### config.mk
export PLATFORM = sky130hd
export DESIGN_NAME = priority_queue_linear_scan
export DESIGN_NICKNAME = d
export VERILOG_FILES = /design/src/design/pqls_pkg.sv /design/src/design/pqls_ram.sv /design/src/design/priority_queue_linear_scan.sv
export VERILOG_INCLUDE_DIRS = /design/src /design/src/design
export SDC_FILE = /design/constraint.sdc
export NUM_CORES = 1
export LEC_CHECK = 0
export ABC_AREA = 1
export BUFFER_PORTS_ARGS = -buffer_cell sky130_fd_sc_hd__clkbuf_2
export CORE_UTILIZATION = 50
export DETAILED_ROUTE_END_ITERATION = 8
export PLACE_DENSITY_LB_ADDON = 0.25
export SYNTH_ARGS = -nofsm -noshare
export SYNTH_HDL_FRONTEND = slang
export SYNTH_SLANG_ARGS = --single-unit
### constraint.sdc
create_clock -name clk -period 4.1 [get_ports clk]
set_input_delay 0.41 -clock clk [delete_from_list [all_inputs] [get_ports clk]]
set_output_delay 0.41 -clock clk [all_outputs]
set_load 0.02 [all_outputs]
### src/design/priority_queue_linear_scan_macros.svh
// ----------------------------------------------------------------------------
// Priority queue assertion macros
// Shared concurrent assertion forms, clocked on clk and disabled in reset.
// ----------------------------------------------------------------------------
`ifndef PRIORITY_QUEUE_LINEAR_SCAN_MACROS_SVH
`define PRIORITY_QUEUE_LINEAR_SCAN_MACROS_SVH

// Consequent must hold in the same cycle as the antecedent.
`define PQLS_ASSERT_NOW(label, ante, cons, msg) \
    label: assert property (@(posedge clk) disable iff (!rst_n) (ante) |-> (cons)) \
        else $error(msg);

// Consequent must hold in the cycle after the antecedent.
`define PQLS_ASSERT_NEXT(label, ante, cons, msg) \
    label: assert property (@(posedge clk) disable iff (!rst_n) (ante) |=> (cons)) \
        else $error(msg);

`endif

### src/design/pqls_pkg.sv
// ----------------------------------------------------------------------------
// Priority queue package
// Field widths, action codes and status codes of the linear-scan queue.
// ----------------------------------------------------------------------------
package pqls_pkg;

    localparam int VALUE_BITS     = 32;
    localparam int PRIO_IN_BITS   = 8;
    localparam int COUNT_OUT_BITS = 5;
    localparam int STATUS_BITS    = 2;

    localparam logic ACT_INSERT = 1'b0;
    localparam logic ACT_REMOVE = 1'b1;

    typedef enum logic [STATUS_BITS-1:0] {
        STATUS_DONE  = 2'd0,
        STATUS_FULL  = 2'd1,
        STATUS_EMPTY = 2'd2
    } status_t;

endpackage

### src/design/pqls_ram.sv
// ----------------------------------------------------------------------------
// Generic single-port-write RAM
// One write port and one read port with a registered read data output.
// ----------------------------------------------------------------------------
module pqls_ram #(
    parameter int WIDTH = 40,
    parameter int DEPTH = 16
) (
    input  logic                     clk,
    input  logic                     we,
    input  logic [$clog2(DEPTH)-1:0] waddr,
    input  logic [WIDTH-1:0]         wdata,
    input  logic [$clog2(DEPTH)-1:0] raddr,
    output logic [WIDTH-1:0]         rdata
);

    logic [WIDTH-1:0] mem [DEPTH];

    always_ff @(posedge clk)
    begin
        if (we)
        begin
            mem[waddr] <= wdata;
        end
        rdata <= mem[raddr];
    end

endmodule

### src/design/priority_queue_linear_scan.sv
// ----------------------------------------------------------------------------
// Priority queue with linear scan
// Bounded queue in an unsorted RAM; removes take the highest priority entry.
// ----------------------------------------------------------------------------
//
//  Channel | Signals                                        | Direction
//  --------+------------------------------------------------+----------
//  in      | in_valid, in_stall, action, item_value,        | request
//          | item_priority                                  |
//  out     | out_valid, out_stall, removed_value, status,   | response
//          | entry_count                                    |
//
// An insert writes the entry to the RAM in the cycle the transaction is
// accepted; the result then passes through the finish state into the output
// register. A remove scans with one RAM read per held entry, then does one
// read and one write per cycle while later entries move down over the gap.
// The entry RAM has a single read port, so the scan and the shift read one
// word at a time.
// Reset clears the entry count, the sequencer and the output valid; the RAM
// is not cleared, since only words below the count are ever used.
// The block holds in_stall high from acceptance until its result enters the
// output register; a stalled result only delays that last step.
//
module priority_queue_linear_scan #(
    parameter int CAPACITY      = 16,
    parameter int PRIORITY_BITS = 8
) (
    input  logic                                       clk,
    input  logic                                       rst_n,
    input  logic                                       in_valid,
    output logic                                       in_stall,
    input  logic                                       action,
    input  logic signed [pqls_pkg::VALUE_BITS-1:0]     item_value,
    input  logic        [pqls_pkg::PRIO_IN_BITS-1:0]   item_priority,
    output logic                                       out_valid,
    input  logic                                       out_stall,
    output logic signed [pqls_pkg::VALUE_BITS-1:0]     removed_value,
    output logic        [pqls_pkg::STATUS_BITS-1:0]    status,
    output logic        [pqls_pkg::COUNT_OUT_BITS-1:0] entry_count
);

    import pqls_pkg::*;

    `include "priority_queue_linear_scan_macros.svh"

    localparam int AW = $clog2(CAPACITY);
    localparam int CW = $clog2(CAPACITY + 1);

    // One RAM word holds the priority above the value.
    typedef struct packed {
        logic [PRIORITY_BITS-1:0] prio;
        logic [VALUE_BITS-1:0]    val;
    } entry_t;

    localparam int EW = $bits(entry_t);

    typedef enum logic [1:0] {
        ST_IDLE,
        ST_SCAN,
        ST_SHIFT,
        ST_FINISH
    } state_t;

    state_t                         state_reg,       state_next;
    logic [CW-1:0]                  count_reg,       count_next;
    logic [AW-1:0]                  scan_idx_reg,    scan_idx_next;
    logic [AW-1:0]                  best_idx_reg,    best_idx_next;
    logic [PRIORITY_BITS-1:0]       best_prio_reg,   best_prio_next;
    logic signed [VALUE_BITS-1:0]   res_value_reg,   res_value_next;
    status_t                        res_status_reg,  res_status_next;
    logic [CW-1:0]                  src_reg,         src_next;
    logic [AW-1:0]                  dst_reg,         dst_next;
    logic                           primed_reg,      primed_next;
    logic                           out_valid_reg,   out_valid_next;
    logic signed [VALUE_BITS-1:0]   out_value_reg,   out_value_next;
    logic [STATUS_BITS-1:0]         out_status_reg,  out_status_next;
    logic [COUNT_OUT_BITS-1:0]      out_count_reg,   out_count_next;

    logic          ram_we;
    logic [AW-1:0] ram_waddr;
    entry_t        ram_wdata;
    logic [AW-1:0] ram_raddr;
    entry_t        ram_rdata;

    logic [31:0]              prio_wide;
    logic [PRIORITY_BITS-1:0] in_prio;
    logic [31:0]              count_wide;
    logic                     take;
    logic                     scan_last;
    logic                     out_load;

    // Priority bits above PRIORITY_BITS are dropped; narrower inputs are
    // zero extended.
    assign prio_wide  = 32'(item_priority);
    assign in_prio    = prio_wide[PRIORITY_BITS-1:0];
    assign count_wide = 32'(count_reg);

    pqls_ram #(
        .WIDTH (EW),
        .DEPTH (CAPACITY)
    ) u_entry_ram (
        .clk   (clk),
        .we    (ram_we),
        .waddr (ram_waddr),
        .wdata (ram_wdata),
        .raddr (ram_raddr),
        .rdata (ram_rdata)
    );

    // The scan compares the word read last cycle against the best so far.
    // Only a strictly larger priority replaces it, so ties keep the earliest.
    assign take      = (scan_idx_reg == '0) || (ram_rdata.prio > best_prio_reg);
    assign scan_last = ((CW'(scan_idx_reg) + CW'(1)) == count_reg);
    assign out_load  = (state_reg == ST_FINISH) && (!out_valid_reg || !out_stall);

    always_comb
    begin
        state_next      = state_reg;
        count_next      = count_reg;
        scan_idx_next   = scan_idx_reg;
        best_idx_next   = best_idx_reg;
        best_prio_next  = best_prio_reg;
        res_value_next  = res_value_reg;
        res_status_next = res_status_reg;
        src_next        = src_reg;
        dst_next        = dst_reg;
        primed_next     = primed_reg;
        out_value_next  = out_value_reg;
        out_status_next = out_status_reg;
        out_count_next  = out_count_reg;
        out_valid_next  = out_valid_reg && out_stall;

        ram_we    = 1'b0;
        ram_waddr = dst_reg;
        ram_wdata = ram_rdata;
        ram_raddr = '0;

        case (state_reg)
            ST_IDLE:
            begin
                if (in_valid)
                begin
                    res_value_next = '0;
                    state_next     = ST_FINISH;
                    if (action == ACT_INSERT)
                    begin
                        if (count_reg == CW'(CAPACITY))
                        begin
                            res_status_next = STATUS_FULL;
                        end
                        else
                        begin
                            ram_we          = 1'b1;
                            ram_waddr       = count_reg[AW-1:0];
                            ram_wdata.prio  = in_prio;
                            ram_wdata.val   = item_value;
                            count_next      = count_reg + CW'(1);
                            res_status_next = STATUS_DONE;
                        end
                    end
                    else if (count_reg == '0)
                    begin
                        res_status_next = STATUS_EMPTY;
                    end
                    else
                    begin
                        ram_raddr       = '0;
                        scan_idx_next   = '0;
                        res_status_next = STATUS_DONE;
                        state_next      = ST_SCAN;
                    end
                end
            end

            ST_SCAN:
            begin
                ram_raddr     = scan_idx_reg + AW'(1);
                scan_idx_next = scan_idx_reg + AW'(1);
                if (take)
                begin
                    best_idx_next  = scan_idx_reg;
                    best_prio_next = ram_rdata.prio;
                    res_value_next = $signed(ram_rdata.val);
                end
                if (scan_last)
                begin
                    dst_next    = best_idx_next;
                    src_next    = CW'(best_idx_next) + CW'(1);
                    primed_next = 1'b0;
                    state_next  = ST_SHIFT;
                end
            end

            ST_SHIFT:
            begin
                // Reads run one position ahead of writes: the word read last
                // cycle lands one slot lower this cycle.
                if (primed_reg)
                begin
                    ram_we    = 1'b1;
                    ram_waddr = dst_reg;
                    ram_wdata = ram_rdata;
                    dst_next  = dst_reg + AW'(1);
                end
                if (src_reg < count_reg)
                begin
                    ram_raddr   = src_reg[AW-1:0];
                    src_next    = src_reg + CW'(1);
                    primed_next = 1'b1;
                end
                else
                begin
                    primed_next = 1'b0;
                    count_next  = count_reg - CW'(1);
                    state_next  = ST_FINISH;
                end
            end

            ST_FINISH:
            begin
                if (out_load)
                begin
                    out_valid_next  = 1'b1;
                    out_value_next  = res_value_reg;
                    out_status_next = res_status_reg;
                    out_count_next  = count_wide[COUNT_OUT_BITS-1:0];
                    state_next      = ST_IDLE;
                end
            end

            default:
            begin
                state_next = ST_IDLE;
            end
        endcase
    end

    always_ff @(posedge clk or negedge rst_n)
    begin
        if (!rst_n)
        begin
            state_reg      <= ST_IDLE;
            count_reg      <= '0;
            scan_idx_reg   <= '0;
            best_idx_reg   <= '0;
            best_prio_reg  <= '0;
            res_value_reg  <= '0;
            res_status_reg <= STATUS_DONE;
            src_reg        <= '0;
            dst_reg        <= '0;
            primed_reg     <= 1'b0;
            out_valid_reg  <= 1'b0;
            out_value_reg  <= '0;
            out_status_reg <= STATUS_DONE;
            out_count_reg  <= '0;
        end
        else
        begin
            state_reg      <= state_next;
            count_reg      <= count_next;
            scan_idx_reg   <= scan_idx_next;
            best_idx_reg   <= best_idx_next;
            best_prio_reg  <= best_prio_next;
            res_value_reg  <= res_value_next;
            res_status_reg <= res_status_next;
            src_reg        <= src_next;
            dst_reg        <= dst_next;
            primed_reg     <= primed_next;
            out_valid_reg  <= out_valid_next;
            out_value_reg  <= out_value_next;
            out_status_reg <= out_status_next;
            out_count_reg  <= out_count_next;
        end
    end

    assign in_stall      = (state_reg != ST_IDLE);
    assign out_valid     = out_valid_reg;
    assign removed_value = out_value_reg;
    assign status        = out_status_reg;
    assign entry_count   = out_count_reg;

    `PQLS_ASSERT_NOW(a_count_bound, 1'b1, count_reg <= CW'(CAPACITY),
        "entry count exceeds capacity")

    `PQLS_ASSERT_NEXT(a_count_step, 1'b1,
        (count_reg == $past(count_reg)) || (count_reg == $past(count_reg) + CW'(1)) ||
        (count_reg + CW'(1) == $past(count_reg)),
        "entry count moved by more than one")

    `PQLS_ASSERT_NOW(a_scan_in_range, state_reg == ST_SCAN,
        CW'(scan_idx_reg) < count_reg, "scan index beyond held entries")

    `PQLS_ASSERT_NOW(a_no_overwrite, out_load, !(out_valid_reg && out_stall),
        "result loaded over a pending result")

    `PQLS_ASSERT_NOW(a_refused_zero,
        out_valid_reg && (out_status_reg != STATUS_DONE), out_value_reg == '0,
        "refused transaction returns a nonzero value")

endmodule

==> metrics.yaml <==
run_status:
  status: "finished, violations left"
  violations: "negative hold slack"
clocking:
  tritoncts: "done"
  cts_buffers: 81
  cts_buffer_depth: 3
  root_buffer: "clkbuf_16"
  cts_setup_buffers: 0
  cts_resized: 0
  clk_latency_ns: 0.63
  htree_levels: 3
  cts_sinks: 787
  postCtsHoldBufs: 0
  clkTransAtPathRegs_ns: 0.06
hold_path:
  hp-class: "in2async"
logic_synthesis:
  yosys_warnings: 0
  netlist_area_sq_um: 33300
  synth_cell_type_count: 39
  synth_area_leaders: "edfxtp_1, dfrtp_1, nand3_1, nand3b_1, nand2_1"
  avgSynthCellArea_sq_um: 11.2
  ys_seq_elements: 787
  synth.largest_area_cell: "edfxtp_1"
  yosysMostFrequentCell: "edfxtp_1"
  synth_top_area_share_pct: 57.7
  synthCells: 2981
  yosys-top-cells-count: "edfxtp_1, nand3_1, nand2_1, inv_1, nor2_1"
  syn-num-nets: 3050
  synth-seq-area-share_pct: 68.1
  synthFlopType: "edfxtp_1"
  synth-edff-count: 640
  synthArstFlopShare_pct: 13.6
power:
  p_leak_nw: 14.8
  switchingPower_w: 0.0110
  power_density_nw_per_um2: 768
  p_clk_share_pct: 25.3
  combPwrFrac_pct: 35.9
  power.internal_w: 0.0178
  seq_power_share_pct: 38.8
  ir_drop_mv: 0.698
  sw_frac_of_total_pct: 38.2
floorplan:
  die_area_sq_um: 67700
  die_height_um: 260
  die_w_um: 260
  num_rows: 94
  core_sq_um: 65900
  ioPinCount: 86
  start_util_pct: 50.6
grt:
  grt_antenna_before_repair: 4
  grt_overflow: 0
  grt_first_pass_wirelength_um: 127000
  grt_usage_pct: 24.8
  grt_pass1_vias: 21795
  grt_max_degree: 130
finish:
  finalNonFillerCells: 3980
  area_delta_synth_final_pct: 12.6
  nNetsFinal: 3117
  nFillCells: 5365
  drive_gt1_share_pct: 10.1
  reg_top3: "u_entry_ram.mem x640, u_entry_ram.rdata x40"
  top_register: "u_entry_ram.mem"
  largest_reg_flops: 640
job:
  drv_cap: 0
timing:
  worst_slew_pin_slew_ns: 1.17
  finalHoldViolCount: 26
  setup_tns_ns: 0
  max_clock_freq_ghz: 0.297
  worst_hold_slack_ns: -0.0388
  finalClockSkew_ns: 0.0188
  setup_violations: 0
  rsz0062_at_grt: "false"
  min_period_ns: 3.36
  timing.slew.headroom_pct: 22.1
  slew_violations: 0
  period_share_pct: 82.0
place:
  dpl.cell_count: 3829
  io_buffers: 85
  routabilityCongestion: 0.912
  dpl.hpwl_um: 45500
route:
  vias_per_cell: 5.57
  drt_iter0_markers: 2041
  ant_nets: 0
  route.vias.total: 22179
  wl_per_cell_um: 21.0
  drtPass1Iterations: 5
  wl_um: 83500
  drc: 0
setup_path:
  critPathKind: "reg2reg"
  cp.required_ns: 4.37
  cp-end-kind: "flop"
  start_kind: "flop"
  cp_max_fo: 33
  arrival_ns: 3.63
==> worst paths after layout <==
kind,from,endpoint,slack (ns),cells past startpoint
hold / removal,rst_n,res_value_reg[23],-0.04,1
setup reg to reg,count_reg[3],u_entry_ram.mem[10][39],0.74,6
max in group asynchronous,rst_n,removed_value[20],3.08,2
setup / recovery,count_reg[3],u_entry_ram.mem[10][39],0.74,6
min in group clk,out_stall,out_valid,0.05,3
hold reg to reg,u_entry_ram.rdata[12],res_value_reg[12],0.48,2
==> layout make-up <==
| type | count | area, sq um | share of cell area, % |
|---|---|---|---|
| antenna | 1 | 2.50 | 0.00667 |
| clock inverter | 33 | 299 | 0.797 |
| tap | 864 | 1080 | 2.88 |
| multi-input combinational | 1689 | 8620 | 23.0 |
| inverter | 327 | 1230 | 3.27 |
| sequential | 787 | 22700 | 60.5 |
| timing repair buffer | 162 | 1240 | 3.32 |
| clock buffer | 117 | 2350 | 6.25 |
==> cells by family after synthesis <==
family          count (synthesis)  share of synthesized area (%)
xor+xnor                       11                          0.289
compound gates                289                           4.59
buf+inv                       505                           6.52
simple gates                 1363                           19.5
flops                         787                           68.1
mux                             2                         0.0676
fa+ha+maj                      24                          0.924
==> critical path: stages (launching register included) <==
cell     delay [ns]
dfrtp_1        0.45
nor4_1         0.54
nand2_1        0.18
nand2_4        0.30
buf_4          0.48
nor2_1         0.16
a21oi_1        0.85
==> cells in the final DEF, fill, tap and decap left out, types with 3 or more instances in the layout <==
cell        Yosys  layout
inv_1         323     320
nor2_4          0      16
edfxtp_1      640     640
xnor2_1         3       3
inv_2           3       5
clkbuf_1       70      21
xor2_1          8       8
buf_4           9      59
clkbuf_16       0      84
nand2_1       372     369
ha_1           23      22
clkbuf_2        0      84
bufinv_16       0       5
o21ai_1        21      21
clkinvlp_4      0       3
a21oi_1        52      52
clkbuf_8        0      12
nor2_1        318     302
buf_12          0      19
dfrtp_1       107     107
nand3_1       462     461
a22oi_1         4       4
o21ai_0       173     173
dfxtp_1        40      40
o22ai_1        32      32
clkinv_1        1      13
clkinv_2        0      12
nand3b_1      201     201
==> per-layer routing <==
layer / part of all wire, % / routed length (um) / global-route usage, % / vias to the layer above
met3: 6.7 / 5580 / 4.38 / 153
met4: 2.7 / 2220 / 7.98 / 6
met2: 48 / 40200 / 41.2 / 816
met5: 0.035 / 29 / 0 / -
li1: - / - / - / 10359
met1: 42 / 35400 / 33.0 / 10845
==> power groups by stage <==
stage               Clock, W  Combinational [W]  Sequential, W
floorplan                  0            0.00695         0.0114
global placement           0             0.0100         0.0113
detailed placement         0             0.0103         0.0113
CTS                  0.00738             0.0103         0.0112
global route         0.00769             0.0114         0.0113
finish               0.00729             0.0103         0.0112
==> per-stage QoR <==
step           hold slack [ns]  setup slack (ns)  util [%]  total power (W)  area, sq um
4_1_cts                0.00697             0.770      57.0           0.0289        37500
6_report               -0.0388             0.738      57.0           0.0288        37500
5_1_grt                 0.0474             0.569      57.0           0.0304        37500
3_5_place_dp             0.470             0.790      52.9           0.0216        34900
2_1_floorplan            0.114             0.246         -           0.0184        33300
3_3_place_gp             0.464             0.956      52.9           0.0213        34900
(Power assumes the default switching activity.)
